**src/pbpg_pkg.sv**
```systemverilog
// ----------------------------------------------------------------------------
// pbpg_pkg
// Shared widths, register map, reset values and control structs of the
// beat pulse generator.
// ----------------------------------------------------------------------------
package pbpg_pkg;

	localparam int COUNT_WIDTH  = 20;
	localparam int PHASE_WIDTH  = 32;
	localparam int AMP_WIDTH    = 15;
	localparam int BEAT_WIDTH   = 7;
	localparam int SAMPLE_WIDTH = 16;
	localparam int DATA_WIDTH   = 32;
	localparam int ADDR_WIDTH   = 5;
	localparam int IDX_WIDTH    = ADDR_WIDTH - 2;

	// envelope quotient bits: scale runs over 0..2^Q_BITS
	localparam int Q_BITS     = 10;
	localparam int QCNT_WIDTH = $clog2(Q_BITS);

	// divide by five through a reciprocal multiply
	localparam int DIV5_SHIFT = COUNT_WIDTH + 3;
	localparam logic [COUNT_WIDTH:0] DIV5_MUL =
		(COUNT_WIDTH + 1)'((64'd1 << DIV5_SHIFT) / 5 + 1);

	typedef logic [COUNT_WIDTH-1:0] cnt_t;

	localparam cnt_t MIN_RAMP = COUNT_WIDTH'(8);

	typedef enum logic [IDX_WIDTH-1:0] {
		REG_PHASE_STEP  = 3'd0,
		REG_AMPLITUDE   = 3'd1,
		REG_TONE_LENGTH = 3'd2,
		REG_BEAT_PERIOD = 3'd3,
		REG_LEAD_IN     = 3'd4,
		REG_BEAT_COUNT  = 3'd5
	} reg_idx_t;

	localparam logic [PHASE_WIDTH-1:0] RST_PHASE_STEP = 32'd78741067;
	localparam logic [AMP_WIDTH-1:0]   RST_AMPLITUDE  = 15'd9000;
	localparam cnt_t                   RST_TONE       = COUNT_WIDTH'(3360);
	localparam cnt_t                   RST_PERIOD     = COUNT_WIDTH'(38400);
	localparam cnt_t                   RST_LEAD_IN    = COUNT_WIDTH'(28800);
	localparam logic [BEAT_WIDTH-1:0]  RST_BEATS      = 7'd12;

	typedef struct packed {
		logic [PHASE_WIDTH-1:0] phase_step;
		logic [AMP_WIDTH-1:0]   amplitude;
		cnt_t                   tone_length;
		cnt_t                   beat_period;
		cnt_t                   lead_in_length;
		logic [BEAT_WIDTH-1:0]  beat_count;
	} cfg_t;

	typedef struct packed {
		logic start;
		logic step_stage;
		logic tri_load;
		logic prep;
		logic load_att;
		logic load_rel;
		logic div_step;
		logic mul;
		logic finish;
	} cmd_t;

	typedef struct packed {
		logic skip;
		logic tone;
		logic need_att;
		logic need_rel;
		logic div_last;
	} stat_t;

endpackage

```
**src/pbpg_if.sv**
```systemverilog
// ----------------------------------------------------------------------------
// pbpg channel interfaces
// Valid/ready channels for sample ticks in and PCM frames out.
// ----------------------------------------------------------------------------
interface pbpg_in_if;
	logic valid;
	logic ready;
	logic restart;

	modport source (output valid, output restart, input ready);
	modport sink (input valid, input restart, output ready);
endinterface

interface pbpg_out_if;
	import pbpg_pkg::*;
	logic                           valid;
	logic                           ready;
	logic signed [SAMPLE_WIDTH-1:0] sample;
	logic                           in_tone;
	logic [BEAT_WIDTH-1:0]          beat_number;
	logic                           finished;

	modport source (output valid, output sample, output in_tone, output beat_number,
		output finished, input ready);
	modport sink (input valid, input sample, input in_tone, input beat_number,
		input finished, output ready);
endinterface

```
**src/pbpg_regs.sv**
```systemverilog
// ----------------------------------------------------------------------------
// pbpg_regs
// APB configuration registers of the beat pulse generator.
// ----------------------------------------------------------------------------
module pbpg_regs (
	input  logic                                clk,
	input  logic                                arst_n,
	input  logic                                psel,
	input  logic                                penable,
	input  logic                                pwrite,
	input  logic [pbpg_pkg::ADDR_WIDTH-1:0]     paddr,
	input  logic [pbpg_pkg::DATA_WIDTH-1:0]     pwdata,
	output logic [pbpg_pkg::DATA_WIDTH-1:0]     prdata,
	output logic                                pready,
	output pbpg_pkg::cfg_t                      cfg
);
	import pbpg_pkg::*;

	cfg_t     cfg_q;
	reg_idx_t idx;
	logic     wr_en;

	assign idx    = reg_idx_t'(paddr[ADDR_WIDTH-1:2]);
	assign wr_en  = psel && penable && pwrite && pready;
	assign pready = 1'b1;
	assign cfg    = cfg_q;

	always_ff @(posedge clk or negedge arst_n) begin
		if (!arst_n) begin
			cfg_q.phase_step     <= RST_PHASE_STEP;
			cfg_q.amplitude      <= RST_AMPLITUDE;
			cfg_q.tone_length    <= RST_TONE;
			cfg_q.beat_period    <= RST_PERIOD;
			cfg_q.lead_in_length <= RST_LEAD_IN;
			cfg_q.beat_count     <= RST_BEATS;
		end else if (wr_en) begin
			case (idx)
				REG_PHASE_STEP:  cfg_q.phase_step     <= pwdata[PHASE_WIDTH-1:0];
				REG_AMPLITUDE:   cfg_q.amplitude      <= pwdata[AMP_WIDTH-1:0];
				REG_TONE_LENGTH: cfg_q.tone_length    <= pwdata[COUNT_WIDTH-1:0];
				REG_BEAT_PERIOD: cfg_q.beat_period    <= pwdata[COUNT_WIDTH-1:0];
				REG_LEAD_IN:     cfg_q.lead_in_length <= pwdata[COUNT_WIDTH-1:0];
				REG_BEAT_COUNT:  cfg_q.beat_count     <= pwdata[BEAT_WIDTH-1:0];
				default: ;
			endcase
		end
	end

	always_comb begin
		case (idx)
			REG_PHASE_STEP:  prdata = DATA_WIDTH'(cfg_q.phase_step);
			REG_AMPLITUDE:   prdata = DATA_WIDTH'(cfg_q.amplitude);
			REG_TONE_LENGTH: prdata = DATA_WIDTH'(cfg_q.tone_length);
			REG_BEAT_PERIOD: prdata = DATA_WIDTH'(cfg_q.beat_period);
			REG_LEAD_IN:     prdata = DATA_WIDTH'(cfg_q.lead_in_length);
			REG_BEAT_COUNT:  prdata = DATA_WIDTH'(cfg_q.beat_count);
			default:         prdata = '0;
		endcase
	end

endmodule

```
**src/pbpg_dp.sv**
```systemverilog
// ----------------------------------------------------------------------------
// pbpg_dp
// Datapath: sequence state, phase accumulator, triangle and envelope math
// with a shared restoring divider, and the output register.
// ----------------------------------------------------------------------------
module pbpg_dp (
	input  logic                                 clk,
	input  logic                                 arst_n,
	input  pbpg_pkg::cfg_t                       cfg,
	input  pbpg_pkg::cmd_t                       cmd,
	input  logic                                 restart,
	output pbpg_pkg::stat_t                      st,
	output logic signed [pbpg_pkg::SAMPLE_WIDTH-1:0] sample,
	output logic                                 in_tone,
	output logic [pbpg_pkg::BEAT_WIDTH-1:0]      beat_number,
	output logic                                 finished
);
	import pbpg_pkg::*;

	typedef enum logic [2:0] {
		ST_LEAD,
		ST_TONE,
		ST_GAP,
		ST_TRAIL,
		ST_DONE
	} seq_stage_t;

	localparam logic [Q_BITS:0]       SCALE_ONE = (Q_BITS + 1)'(1 << Q_BITS);
	localparam logic [QCNT_WIDTH-1:0] Q_LAST    = QCNT_WIDTH'(Q_BITS - 1);
	localparam int                    PROD_W    = 2 * SAMPLE_WIDTH + 1;
	localparam int                    PROD2_W   = SAMPLE_WIDTH + Q_BITS + 2;

	// sequence state
	seq_stage_t             stage_q;
	logic [PHASE_WIDTH-1:0] phase_q;
	cnt_t                   fc_q;
	logic [BEAT_WIDTH-1:0]  bc_q;

	// arithmetic registers
	logic signed [PROD_W-1:0]       prod_q;
	cnt_t                           att_q;
	cnt_t                           rel_q;
	logic signed [SAMPLE_WIDTH-1:0] t_q;
	logic [Q_BITS:0]                scale_q;
	cnt_t                           drem_q;
	cnt_t                           dd_q;
	logic [Q_BITS-1:0]              quot_q;
	logic [QCNT_WIDTH-1:0]          dcnt_q;
	logic signed [PROD2_W-1:0]      prod2_q;

	// output register
	logic signed [SAMPLE_WIDTH-1:0] sample_q;
	logic                           in_tone_q;
	logic [BEAT_WIDTH-1:0]          beat_q;
	logic                           finished_q;

	cnt_t                  eff_tone;
	cnt_t                  stage_len;
	logic [BEAT_WIDTH-1:0] bc_inc;

	always_comb begin
		if (cfg.beat_period == '0) begin
			eff_tone = '0;
		end else if (cfg.tone_length >= cfg.beat_period) begin
			eff_tone = cfg.beat_period - COUNT_WIDTH'(1);
		end else begin
			eff_tone = cfg.tone_length;
		end
	end

	always_comb begin
		case (stage_q)
			ST_LEAD:  stage_len = cfg.lead_in_length;
			ST_TONE:  stage_len = eff_tone;
			ST_GAP:   stage_len = cfg.beat_period - eff_tone;
			ST_TRAIL: stage_len = cfg.lead_in_length;
			default:  stage_len = '0;
		endcase
	end

	assign bc_inc = bc_q + BEAT_WIDTH'(1);

	// triangle wave from the top phase bits
	logic [SAMPLE_WIDTH-1:0]        ph_top;
	logic [SAMPLE_WIDTH-2:0]        tri_v;
	logic signed [SAMPLE_WIDTH:0]   tri_w;
	logic signed [SAMPLE_WIDTH-1:0] amp_s;
	logic signed [PROD_W-1:0]       tri_prod;

	assign ph_top   = phase_q[PHASE_WIDTH-1 -: SAMPLE_WIDTH];
	assign tri_v    = ph_top[SAMPLE_WIDTH-1] ? ~ph_top[SAMPLE_WIDTH-2:0]
		: ph_top[SAMPLE_WIDTH-2:0];
	assign tri_w    = ($signed({2'b00, tri_v}) - $signed((SAMPLE_WIDTH + 1)'(16384))) <<< 1;
	assign amp_s    = $signed({1'b0, cfg.amplitude});
	assign tri_prod = tri_w * amp_s;

	// attack and release lengths
	cnt_t                   att_div;
	logic [2*COUNT_WIDTH:0] rel_prod;
	logic [2*COUNT_WIDTH:0] rel_sh;
	cnt_t                   rel_div;
	cnt_t                   remn;

	assign att_div  = eff_tone >> 3;
	assign rel_prod = (2 * COUNT_WIDTH + 1)'(eff_tone) * (2 * COUNT_WIDTH + 1)'(DIV5_MUL);
	assign rel_sh   = rel_prod >> DIV5_SHIFT;
	assign rel_div  = rel_sh[COUNT_WIDTH-1:0];
	assign remn     = eff_tone - fc_q;

	// truncate toward zero on the amplitude scaling
	logic signed [PROD_W-1:0] t_adj;
	logic signed [PROD_W-1:0] t_full;

	assign t_adj  = prod_q + (prod_q[PROD_W-1] ? $signed(PROD_W'(32767)) : $signed(PROD_W'(0)));
	assign t_full = t_adj >>> 15;

	// restoring divider, one quotient bit a cycle
	logic [COUNT_WIDTH:0] dsh;
	logic [COUNT_WIDTH:0] dsub;
	logic                 dge;
	logic [Q_BITS-1:0]    q_next;

	assign dsh    = {drem_q, 1'b0};
	assign dge    = dsh >= {1'b0, dd_q};
	assign dsub   = dsh - {1'b0, dd_q};
	assign q_next = {quot_q[Q_BITS-2:0], dge};

	// envelope applied, again truncating toward zero
	logic signed [PROD2_W-1:0] s_adj;
	logic signed [PROD2_W-1:0] s_full;

	assign s_adj  = prod2_q + (prod2_q[PROD2_W-1] ? $signed(PROD2_W'(1023))
		: $signed(PROD2_W'(0)));
	assign s_full = s_adj >>> Q_BITS;

	assign st.skip     = (stage_q != ST_DONE) && (fc_q >= stage_len);
	assign st.tone     = stage_q == ST_TONE;
	assign st.need_att = fc_q < att_q;
	assign st.need_rel = remn < rel_q;
	assign st.div_last = dcnt_q == Q_LAST;

	always_ff @(posedge clk or negedge arst_n) begin
		if (!arst_n) begin
			stage_q <= ST_LEAD;
			phase_q <= '0;
			fc_q    <= '0;
			bc_q    <= '0;
		end else if (cmd.start) begin
			if (restart) begin
				stage_q <= ST_LEAD;
				phase_q <= '0;
				fc_q    <= '0;
				bc_q    <= '0;
			end
		end else if (cmd.step_stage) begin
			fc_q <= '0;
			case (stage_q)
				ST_LEAD: stage_q <= (cfg.beat_count != '0) ? ST_TONE : ST_TRAIL;
				ST_TONE: stage_q <= ST_GAP;
				ST_GAP: begin
					bc_q    <= bc_inc;
					stage_q <= (bc_inc < cfg.beat_count) ? ST_TONE : ST_TRAIL;
				end
				default: stage_q <= ST_DONE;
			endcase
		end else if (cmd.finish) begin
			if (stage_q == ST_TONE) begin
				phase_q <= phase_q + cfg.phase_step;
			end
			if (stage_q != ST_DONE) begin
				fc_q <= fc_q + COUNT_WIDTH'(1);
			end
		end
	end

	always_ff @(posedge clk) begin
		if (cmd.tri_load) begin
			prod_q <= tri_prod;
			att_q  <= (att_div < MIN_RAMP) ? MIN_RAMP : att_div;
			rel_q  <= (rel_div < MIN_RAMP) ? MIN_RAMP : rel_div;
		end
		if (cmd.prep) begin
			t_q <= t_full[SAMPLE_WIDTH-1:0];
		end
		if (cmd.load_att || cmd.load_rel) begin
			drem_q <= cmd.load_att ? fc_q : remn;
			dd_q   <= cmd.load_att ? att_q : rel_q;
			quot_q <= '0;
			dcnt_q <= '0;
		end else if (cmd.div_step) begin
			drem_q <= dge ? dsub[COUNT_WIDTH-1:0] : dsh[COUNT_WIDTH-1:0];
			quot_q <= q_next;
			dcnt_q <= dcnt_q + QCNT_WIDTH'(1);
		end
		// envelope takes the smaller of attack and release ramps
		if (cmd.prep) begin
			scale_q <= SCALE_ONE;
		end else if (cmd.div_step && st.div_last && ({1'b0, q_next} < scale_q)) begin
			scale_q <= {1'b0, q_next};
		end
		if (cmd.mul) begin
			prod2_q <= t_q * $signed({1'b0, scale_q});
		end
		if (cmd.finish) begin
			sample_q   <= (stage_q == ST_TONE) ? s_full[SAMPLE_WIDTH-1:0] : '0;
			in_tone_q  <= stage_q == ST_TONE;
			beat_q     <= bc_q;
			finished_q <= stage_q == ST_DONE;
		end
	end

	assign sample      = sample_q;
	assign in_tone     = in_tone_q;
	assign beat_number = beat_q;
	assign finished    = finished_q;

	a_tone_frame: assert property (@(posedge clk) disable iff (!arst_n)
		(st.tone && !st.skip) |-> (fc_q < eff_tone))
		else $error("tone frame outside the tone length");

	a_scale_range: assert property (@(posedge clk) disable iff (!arst_n)
		cmd.mul |-> (scale_q <= SCALE_ONE))
		else $error("envelope scale above unity");

	a_done_hold: assert property (@(posedge clk) disable iff (!arst_n)
		(cmd.finish && stage_q == ST_DONE) |=> (fc_q == $past(fc_q)))
		else $error("frame counter moved after the sequence finished");

endmodule

```
**src/pbpg_ctrl.sv**
```systemverilog
// ----------------------------------------------------------------------------
// pbpg_ctrl
// Controller: accepts a tick, walks the stage transitions, sequences the
// envelope divisions and loads the output register.
// ----------------------------------------------------------------------------
module pbpg_ctrl (
	input  logic             clk,
	input  logic             arst_n,
	input  logic             in_valid,
	output logic             in_ready,
	output logic             out_valid,
	input  logic             out_ready,
	input  pbpg_pkg::stat_t  st,
	output pbpg_pkg::cmd_t   cmd
);
	import pbpg_pkg::*;

	typedef enum logic [3:0] {
		S_IDLE,
		S_SKIP,
		S_TRI,
		S_PREP,
		S_DIV_A,
		S_RCHK,
		S_DIV_R,
		S_MUL,
		S_FIN
	} ctrl_state_t;

	ctrl_state_t state_q;
	ctrl_state_t state_d;
	logic        out_valid_q;
	logic        fin_go;

	assign fin_go    = !out_valid_q || out_ready;
	assign in_ready  = state_q == S_IDLE;
	assign out_valid = out_valid_q;

	always_comb begin
		cmd     = '0;
		state_d = state_q;
		case (state_q)
			S_IDLE: begin
				if (in_valid) begin
					cmd.start = 1'b1;
					state_d   = S_SKIP;
				end
			end
			// one stage transition a cycle until the frame lands in a stage
			S_SKIP: begin
				if (st.skip) begin
					cmd.step_stage = 1'b1;
				end else begin
					state_d = st.tone ? S_TRI : S_FIN;
				end
			end
			S_TRI: begin
				cmd.tri_load = 1'b1;
				state_d      = S_PREP;
			end
			S_PREP: begin
				cmd.prep = 1'b1;
				if (st.need_att) begin
					cmd.load_att = 1'b1;
					state_d      = S_DIV_A;
				end else if (st.need_rel) begin
					cmd.load_rel = 1'b1;
					state_d      = S_DIV_R;
				end else begin
					state_d = S_MUL;
				end
			end
			S_DIV_A: begin
				cmd.div_step = 1'b1;
				if (st.div_last) begin
					state_d = S_RCHK;
				end
			end
			S_RCHK: begin
				if (st.need_rel) begin
					cmd.load_rel = 1'b1;
					state_d      = S_DIV_R;
				end else begin
					state_d = S_MUL;
				end
			end
			S_DIV_R: begin
				cmd.div_step = 1'b1;
				if (st.div_last) begin
					state_d = S_MUL;
				end
			end
			S_MUL: begin
				cmd.mul = 1'b1;
				state_d = S_FIN;
			end
			S_FIN: begin
				if (fin_go) begin
					cmd.finish = 1'b1;
					state_d    = S_IDLE;
				end
			end
			default: state_d = S_IDLE;
		endcase
	end

	always_ff @(posedge clk or negedge arst_n) begin
		if (!arst_n) begin
			state_q     <= S_IDLE;
			out_valid_q <= 1'b0;
		end else begin
			state_q <= state_d;
			if (cmd.finish) begin
				out_valid_q <= 1'b1;
			end else if (out_ready) begin
				out_valid_q <= 1'b0;
			end
		end
	end

	a_fin_valid: assert property (@(posedge clk) disable iff (!arst_n)
		cmd.finish |=> out_valid_q)
		else $error("finished frame not presented");

	a_busy_after_accept: assert property (@(posedge clk) disable iff (!arst_n)
		(in_valid && in_ready) |=> !in_ready)
		else $error("second tick taken while a frame is in work");

	a_out_hold: assert property (@(posedge clk) disable iff (!arst_n)
		(out_valid_q && !out_ready) |=> out_valid_q)
		else $error("frame dropped while the receiver stalls");

endmodule

```
**src/pcm_beat_pulse_generator.sv**
```systemverilog
// ----------------------------------------------------------------------------
// pcm_beat_pulse_generator
// Triangle tone burst sequencer: one PCM frame for every sample tick.
// ----------------------------------------------------------------------------
// Usage:
//   in_ch carries one sample tick per transaction; restart high begins the
//   sequence anew at the lead-in with the phase cleared. out_ch returns one
//   frame per tick: sample, in_tone, beat_number and finished.
//   The APB port holds the six registers at byte addresses 0, 4, .. 20.
//   Write them only while no tick is in work; the block does not check it.
// Frame sequence:
//   one tick at a time. A silent frame steps over each stage boundary it
//   crosses, empty stages (zero lengths) included, then loads the output
//   register. A tone frame also forms the triangle sample, runs the attack
//   division in the attack ramp and the release division in the release
//   ramp, and scales by the result; the restoring divider that forms the
//   ramp scale works one quotient bit a cycle.
// Reset and stall:
//   reset loads the register defaults and puts the sequence at the start of
//   the lead-in. A frame waits in the output register while out_ch stalls;
//   the next tick is still taken and is held back only when it is done and
//   the output register is still full.
// ----------------------------------------------------------------------------
module pcm_beat_pulse_generator (
	input  logic                            clk,
	input  logic                            arst_n,
	input  logic                            psel,
	input  logic                            penable,
	input  logic                            pwrite,
	input  logic [pbpg_pkg::ADDR_WIDTH-1:0] paddr,
	input  logic [pbpg_pkg::DATA_WIDTH-1:0] pwdata,
	output logic [pbpg_pkg::DATA_WIDTH-1:0] prdata,
	output logic                            pready,
	pbpg_in_if.sink                         in_ch,
	pbpg_out_if.source                      out_ch
);
	import pbpg_pkg::*;

	cfg_t  cfg;
	cmd_t  cmd;
	stat_t st;

	pbpg_regs u_regs (
		.clk     (clk),
		.arst_n  (arst_n),
		.psel    (psel),
		.penable (penable),
		.pwrite  (pwrite),
		.paddr   (paddr),
		.pwdata  (pwdata),
		.prdata  (prdata),
		.pready  (pready),
		.cfg     (cfg)
	);

	pbpg_ctrl u_ctrl (
		.clk       (clk),
		.arst_n    (arst_n),
		.in_valid  (in_ch.valid),
		.in_ready  (in_ch.ready),
		.out_valid (out_ch.valid),
		.out_ready (out_ch.ready),
		.st        (st),
		.cmd       (cmd)
	);

	pbpg_dp u_dp (
		.clk         (clk),
		.arst_n      (arst_n),
		.cfg         (cfg),
		.cmd         (cmd),
		.restart     (in_ch.restart),
		.st          (st),
		.sample      (out_ch.sample),
		.in_tone     (out_ch.in_tone),
		.beat_number (out_ch.beat_number),
		.finished    (out_ch.finished)
	);

endmodule
```
**src/flat_wrapper.sv**
```systemverilog
// flat-port wrapper written by rule: the top's interface ports become plain ports
module pcm_beat_pulse_generator_flat import pbpg_pkg::*;
  (clk, arst_n, psel, penable, pwrite, paddr, pwdata, prdata, pready, in_ch_valid, in_ch_restart, in_ch_ready, out_ch_valid, out_ch_sample, out_ch_in_tone, out_ch_beat_number, out_ch_finished, out_ch_ready);
  pbpg_in_if in_ch_i ();
  pbpg_out_if out_ch_i ();
  input  logic clk;
  input  logic arst_n;
  input  logic psel;
  input  logic penable;
  input  logic pwrite;
  input  logic [pbpg_pkg::ADDR_WIDTH-1:0] paddr;
  input  logic [pbpg_pkg::DATA_WIDTH-1:0] pwdata;
  output logic [pbpg_pkg::DATA_WIDTH-1:0] prdata;
  output logic pready;
  input wire logic [$bits(in_ch_i.valid)-1:0] in_ch_valid;
  input wire logic [$bits(in_ch_i.restart)-1:0] in_ch_restart;
  output wire logic [$bits(in_ch_i.ready)-1:0] in_ch_ready;
  output wire logic [$bits(out_ch_i.valid)-1:0] out_ch_valid;
  output wire logic [$bits(out_ch_i.sample)-1:0] out_ch_sample;
  output wire logic [$bits(out_ch_i.in_tone)-1:0] out_ch_in_tone;
  output wire logic [$bits(out_ch_i.beat_number)-1:0] out_ch_beat_number;
  output wire logic [$bits(out_ch_i.finished)-1:0] out_ch_finished;
  input wire logic [$bits(out_ch_i.ready)-1:0] out_ch_ready;
  assign in_ch_i.valid = in_ch_valid;
  assign in_ch_i.restart = in_ch_restart;
  assign in_ch_ready = in_ch_i.ready;
  assign out_ch_valid = out_ch_i.valid;
  assign out_ch_sample = out_ch_i.sample;
  assign out_ch_in_tone = out_ch_i.in_tone;
  assign out_ch_beat_number = out_ch_i.beat_number;
  assign out_ch_finished = out_ch_i.finished;
  assign out_ch_i.ready = out_ch_ready;
  pcm_beat_pulse_generator u_core (.clk(clk), .arst_n(arst_n), .psel(psel), .penable(penable), .pwrite(pwrite), .paddr(paddr), .pwdata(pwdata), .prdata(prdata), .pready(pready), .in_ch(in_ch_i), .out_ch(out_ch_i));
endmodule
```
**config.mk**
```make
export PLATFORM = sky130hd
export DESIGN_NAME = pcm_beat_pulse_generator_flat
export DESIGN_NICKNAME = d
export VERILOG_FILES = /design/src/pbpg_pkg.sv /design/src/pbpg_if.sv /design/src/pbpg_regs.sv /design/src/pbpg_dp.sv /design/src/pbpg_ctrl.sv /design/src/pcm_beat_pulse_generator.sv /design/src/flat_wrapper.sv
export SDC_FILE = /design/constraint.sdc
export NUM_CORES = 2
export LEC_CHECK = 0
export BUFFER_PORTS_ARGS = -buffer_cell sky130_fd_sc_hd__buf_2
export CAP_MARGIN = 20
export CELL_PAD_IN_SITES_DETAIL_PLACEMENT = 1
export CELL_PAD_IN_SITES_GLOBAL_PLACEMENT = 1
export CORE_ASPECT_RATIO = 1.1
export CORE_MARGIN = 2
export CORE_UTILIZATION = 47
export DETAILED_ROUTE_END_ITERATION = 6
export PLACE_DENSITY_LB_ADDON = 0.1
export SLEW_MARGIN = 10
export SYNTH_ARGS = -nofsm -noshare
export SYNTH_HDL_FRONTEND = slang
export SYNTH_SLANG_ARGS = --single-unit
```
**constraint.sdc**
```tcl
create_clock -name clk -period 8.28 [get_ports clk]
set_clock_uncertainty 0.05 [all_clocks]
set_input_delay 0.828 -clock clk [delete_from_list [all_inputs] [get_ports clk]]
set_output_delay 0.828 -clock clk [all_outputs]
set_load 0.01 [all_outputs]
```
### Word level (Yosys, flattened, before mapping)

Index checks and enable logic that the tools add are counted.

* register bits after elaboration: 386
* input port bits: 45
* logic and storage cells: 169

* add/subtract/negate cells: 11
* $mul: 3
* magnitude comparators: 9
* eq/ne operators: 26
* mux-type cells: 57
* bitwise logic cells: 1
* reductions and logical operators: 34

Operators with widths (number)
* 20-bit 2-to-1 mux: 12
* 32-bit one-hot mux with 6 select lines: 1
* 32-bit 2-to-1 mux: 5
* 20-bit one-hot mux with 3 select lines: 1
* 20-bit subtractor: 3
* 20-bit greater-or-equal comparator: 2
* 20-bit less-than comparator: 2
* 20-bit by 20-bit multiplier with 40-bit output, second input constant: 1
* 4-bit one-hot mux with 9 select lines: 1
* 32-bit adder: 1
* 16-bit by 16-bit multiplier with 32-bit output: 1
* 31-bit by 16-bit adder with 31-bit output: 1
* 15-bit 2-to-1 mux: 2
* 16-bit by 12-bit multiplier with 28-bit output: 1
* 4-bit 2-to-1 mux: 7
* 7-bit 2-to-1 mux: 4
* 26-bit by 11-bit adder with 26-bit output: 1
* 21-bit by 20-bit greater-or-equal comparator with 1-bit output: 1
* 20-bit by 1-bit adder with 20-bit output, second input constant: 1
* 20-bit zero test: 1
* 20-bit by 1-bit subtractor with 20-bit output, second input constant: 1
* 18-bit by 4-bit less-than comparator with 1-bit output, second input constant: 1
* 17-bit by 4-bit less-than comparator with 1-bit output, second input constant: 1
* 4-bit by 3-bit == test with 1-bit output, second input constant: 4
* 34 further kinds: 85

### Logic depth before layout (Yosys ltp)

* depth after elaboration: 11
* gate-level depth with buffers: 39
* mapped depth without buffers: 38

### Modules after synthesis

A second synthesis with hierarchy kept.

* cells, all modules: 4894
* area total of the unflattened synthesis: 47149.0 µm²

By module, submodules not included
* pbpg_dp: times used 1, cells an instance 4472, area each 41354.7 µm²
* pbpg_regs: times used 1, cells an instance 374, area each 5395.2 µm²
* pbpg_ctrl: times used 1, cells an instance 48, area each 399.1 µm²

### Worst setup path before layout

OpenSTA, ideal clock, no wires.

* kind: reg-to-reg
* from: register u_core.u_regs.cfg_q, in the netlist u_core.u_regs.cfg[37]
* to: register u_core.u_dp.rel_q[3], data pin
* library setup time: 188 ps
* arrival: 8521 ps
* path slack: -479 ps
* cell stages (with the launch flop): 35
* path buffers: 2
* cell sequence: dfstp_2 inv_1 ha_1 and4_1 o21ai_1 or3_1 a211oi_2 nor2_2 clkbuf_1 nor2_1 a21oi_1 nor2_1 inv_1 ha_1 fa_1 fa_1 fa_1 inv_1 fa_1 inv_1 fa_1 ha_1 ha_1 clkbuf_1 and3_1 nand2_1 nor4_1 and2_1 a31o_2 a31oi_2 o211a_1 o21ba_2 xor2_2 inv_2 o41ai_1

* longest elaborated chain between the ends: 5
* elaborated cells between the ends (all ways): 7
* those cells by class: 1 x add/sub; 1 x mul; 2 x order compare; 2 x mux; 1 x reduce/logical

RTL lines
* from (decl): line pbpg_regs.sv:19 `cfg_t cfg_q;`
* 20-bit greater-or-equal comparator: line pbpg_dp.sv:64 `end else if (cfg.tone_length >= cfg.beat_period) begin`
* 20-bit 2-to-1 mux: line pbpg_dp.sv:64
* 20-bit 2-to-1 mux (*): line pbpg_dp.sv:62 `if (cfg.beat_period == '0) begin`
* named net u_core.u_dp.eff_tone[6]: line pbpg_dp.sv:57 `cnt_t eff_tone;`
* 20-bit by 20-bit multiplier with 40-bit output (*): line pbpg_dp.sv:105 `assign rel_prod = (2 * COUNT_WIDTH + 1)'(eff_tone) * (2 * COUNT_WIDTH + 1)'(DIV5_MUL);`
* 18-bit by 4-bit less-than comparator with 1-bit output: line pbpg_dp.sv:180 `rel_q <= (rel_div < MIN_RAMP) ? MIN_RAMP : rel_div;`
* to (signal assigned): line pbpg_dp.sv:180
* to (decl): line pbpg_dp.sv:42 `cnt_t rel_q;`

The timed path passes the listed nets; every way through them passes the cells marked *.
A chain may end at the register's enable or synchronous reset.

### Worst setup path after layout

* from: register u_core.u_regs.cfg_q, in the netlist u_core.u_regs.cfg[37]
* to: register u_core.u_dp.rel_q[3], data pin

* longest elaborated chain between the ends: 5
* elaborated cells between the ends (all ways): 7
* those cells by class: 1 x add/sub; 1 x mul; 2 x order compare; 2 x mux; 1 x reduce/logical

RTL lines (line)
* 20-bit by 1-bit subtractor with 20-bit output / 20-bit greater-or-equal comparator (equally long branches): pbpg_dp.sv:65, pbpg_dp.sv:64
* 20-bit 2-to-1 mux: pbpg_dp.sv:64
* 20-bit 2-to-1 mux (*): pbpg_dp.sv:62
* named net u_core.u_dp.eff_tone[18]: pbpg_dp.sv:57
* 20-bit by 20-bit multiplier with 40-bit output (*): pbpg_dp.sv:105
* 18-bit by 4-bit less-than comparator with 1-bit output: pbpg_dp.sv:180

Marked as above.

==> out/qor.yml <==
port-buffer-count: 101
crit_path_top_delay_cell: "dfstp_2"
viasPerCell: 5.53
fillCellCount: 11200
seq_area_frac_synth: 0.218
period_minus_slack_ns: 8.58
grt_usage: 0.289
cts.clk_slew.worst_paths_ns: 0.06
drc: 0
place.gp.congestion: 0.917
crit_path_start_kind: "register"
syn_area_per_cell_um2: 9.47
slew_viol_final: 0
numCtsBuffers: 47
synth_largest_type_area_fraction: 0.227
final_area_mm2: 0.0554
core_area_mm2: 0.0989
io_pins: 105
clk_latency_ns: 0.65
finalWorstSetupSlack_ns: -0.301
finalHoldViolCount: 0
drive_gt1_frac: 0.194
overflow: 0
synthFlopType: "edfxtp_1"
cp.required_ns: 8.68
fin_nets: 6543
whs_ns: 0.140
instances_no_fill: 6733
cpMostUsedCell: "buf_6"
synth_area_leaders: "fa_1, ha_1, edfxtp_1"
antenna_left: 0
post_dp_cell_area_mm2: 0.0518
regArea_mm2: 0.0102
synthArstFlopShare: 0.480
die_y_um: 335
ff2ff_setup_slack_ns: -0.30
drt_iter0_markers: 2047
hpwl_mm: 120
path_max_fanout: 5
synth_cells: 4945
cp-end-kind: "register"
status: "finished, violations left"
multiInputGateArea_mm2: 0.0345
criticalPathCategory: "register to register"
ys_types: 90
drv_cap: 0
setup-tns-final_ns: -1.86
hp-class: "input port to async pin"
layout_commonest_cell: "inv_1"
critPathBufInv: 10
critPathTopFamily: "adder cells"
slowest_delay_ns: 0.54
final_cell_mix: "inv_1, fa_1, ha_1, nand2_1, buf_4"
yosys_warnings: 0
cts_htree_levels: 2
report.final.setup_viol: 8
rsz0062_at_grt: "yes"
die_width_um: 305
tritoncts: "done"
grt_pass1_vias: 40300
ys_seq_elements: 377
worst_pin_slew_ns: 1.06
critPathArrivalTime_ns: 8.98
route.detailed.wl_per_inst_um: 21.9
rows: 121
grt_max_degree: 71
antenna_found_initial: 11
synth-edff-count: 172
mappedNetlistNets: 6085
grt_pass1_wl_mm: 230
wl_mm: 147
synth_top_area_cell: "fa_1"
max-slew-margin-rel: 0.290
cts_root_buf: "clkbuf_16"
clock_path_buffers: 3
area_delta_synth_final_pct: 18.1
drt_first_pass_iters: 7
min_period_over_period: 1.04
netlist_area_mm2: 0.0469
violations: "negative setup slack"
fp.dieArea_mm2: 0.102
dp.cells: 6568
fmax_mhz: 117
vias: 37200
start_util: 0.474
cts.sinks: 377
worst register-to-register path, delay by kind of cell, from the launching register on:
family / cells / cell delay (ns)
adder cells (fa/ha/maj): 9 / 3.26
AO/OA/AOI/OAI: 12 / 2.30
buffers and inverters: 10 / 1.10
AND/OR/NAND/NOR: 7 / 0.98
flip-flops: 1 / 0.54
XOR/XNOR: 1 / 0.17
per-layer routing:
metal | up-vias | routed length, um | GRT usage
met4 | 6 | 4230 | 0.0743
li1 | 17100 | - | -
met3 | 207 | 7530 | 0.0352
met5 | - | 49 | 0
met1 | 19100 | 65600 | 0.397
met2 | 762 | 69900 | 0.484
worst paths after layout:
| kind | start | to | cells past startpoint |
|---|---|---|---|
| max | u_core.u_regs.cfg[37] | u_core.u_dp.rel_q[3] | 39 |
| max in group asynchronous | arst_n | u_core.u_regs.cfg[32] | 2 |
| min | arst_n | u_core.u_regs.cfg[106] | 1 |
| max reg2reg | u_core.u_regs.cfg[37] | u_core.u_dp.rel_q[3] | 39 |
| min in group clk | pwdata[20] | u_core.u_regs.cfg[102] | 2 |
| min reg2reg | u_core.u_dp.quot_q[8] | u_core.u_dp.quot_q[8] | 2 |
layout make-up:
class	instances	share of cell area
clock buffers	64	0.0233
clock inverters	22	0.00432
repair buffers	566	0.0766
diodes	2	0.0000904
well taps	1291	0.0292
multi-input cells	3548	0.623
inverters	863	0.0591
flip-flops and latches	377	0.185
sequential cells by signal, indices dropped and copies added, names as in the netlist, 18 cells and up:
name	count
u_core.u_dp.dd_q	18
u_core.u_dp.rel_q	18
u_core.u_dp.prod_q	31
u_core.u_dp.drem_q	20
u_core.u_dp.phase_q	32
u_core.u_regs.cfg	114
u_core.u_dp.fc_q	20
u_core.u_dp.prod2_q	27
repair_timing:
action	4_1_cts	5_1_grt
hold buffers	0	0
hold endpoints to repair	0	0
gates resized for setup	148	127
pin swaps	86	110
endpoints found under the setup margin	12	47
cloned	3	0
buffers inserted	49	26
through the flow:
stage,utilization,worst slack (ns)
after CTS,0.551,-0.264
final,0.560,-0.301
after global routing,0.560,-0.538
after detailed placement,0.524,-0.799
after global placement,0.524,-0.570
after floorplan,-,-0.0300
cells by family (layout without fill, tap and decap cells):
family	after synthesis	after routing	share of synthesized area
buffers and inverters	1023	1515	0.0823
adder cells (fa/ha/maj)	1095	1095	0.378
multiplexers	174	174	0.0411
XOR/XNOR	250	250	0.0471
AO/OA/AOI/OAI	744	744	0.100
flip-flops	377	377	0.218
AND/OR/NAND/NOR	1281	1284	0.133
other	1	3	0.0000800
synth_stat cells (19+ instances only):
master	number
a211oi_1	38
a21o_1	100
a21oi_1	198
a31oi_1	20
and2_1	237
and3_1	26
clkbuf_1	146
dfrtp_1	147
dfstp_2	34
dfxtp_1	24
edfxtp_1	172
fa_1	532
ha_1	563
inv_1	858
mux2_2	99
mux2i_1	68
nand2_1	478
nand2b_1	38
nand3_1	85
nand4_1	36
nor2_1	212
nor2b_1	39
nor3_1	41
o21ai_0	170
o21ai_1	22
o21bai_1	27
o22ai_1	19
xnor2_1	157
xor2_1	91
Power is left out: the tool's default activity adds up to more than one toggle a clock period on the data nets, which glitch-free logic cannot reach.
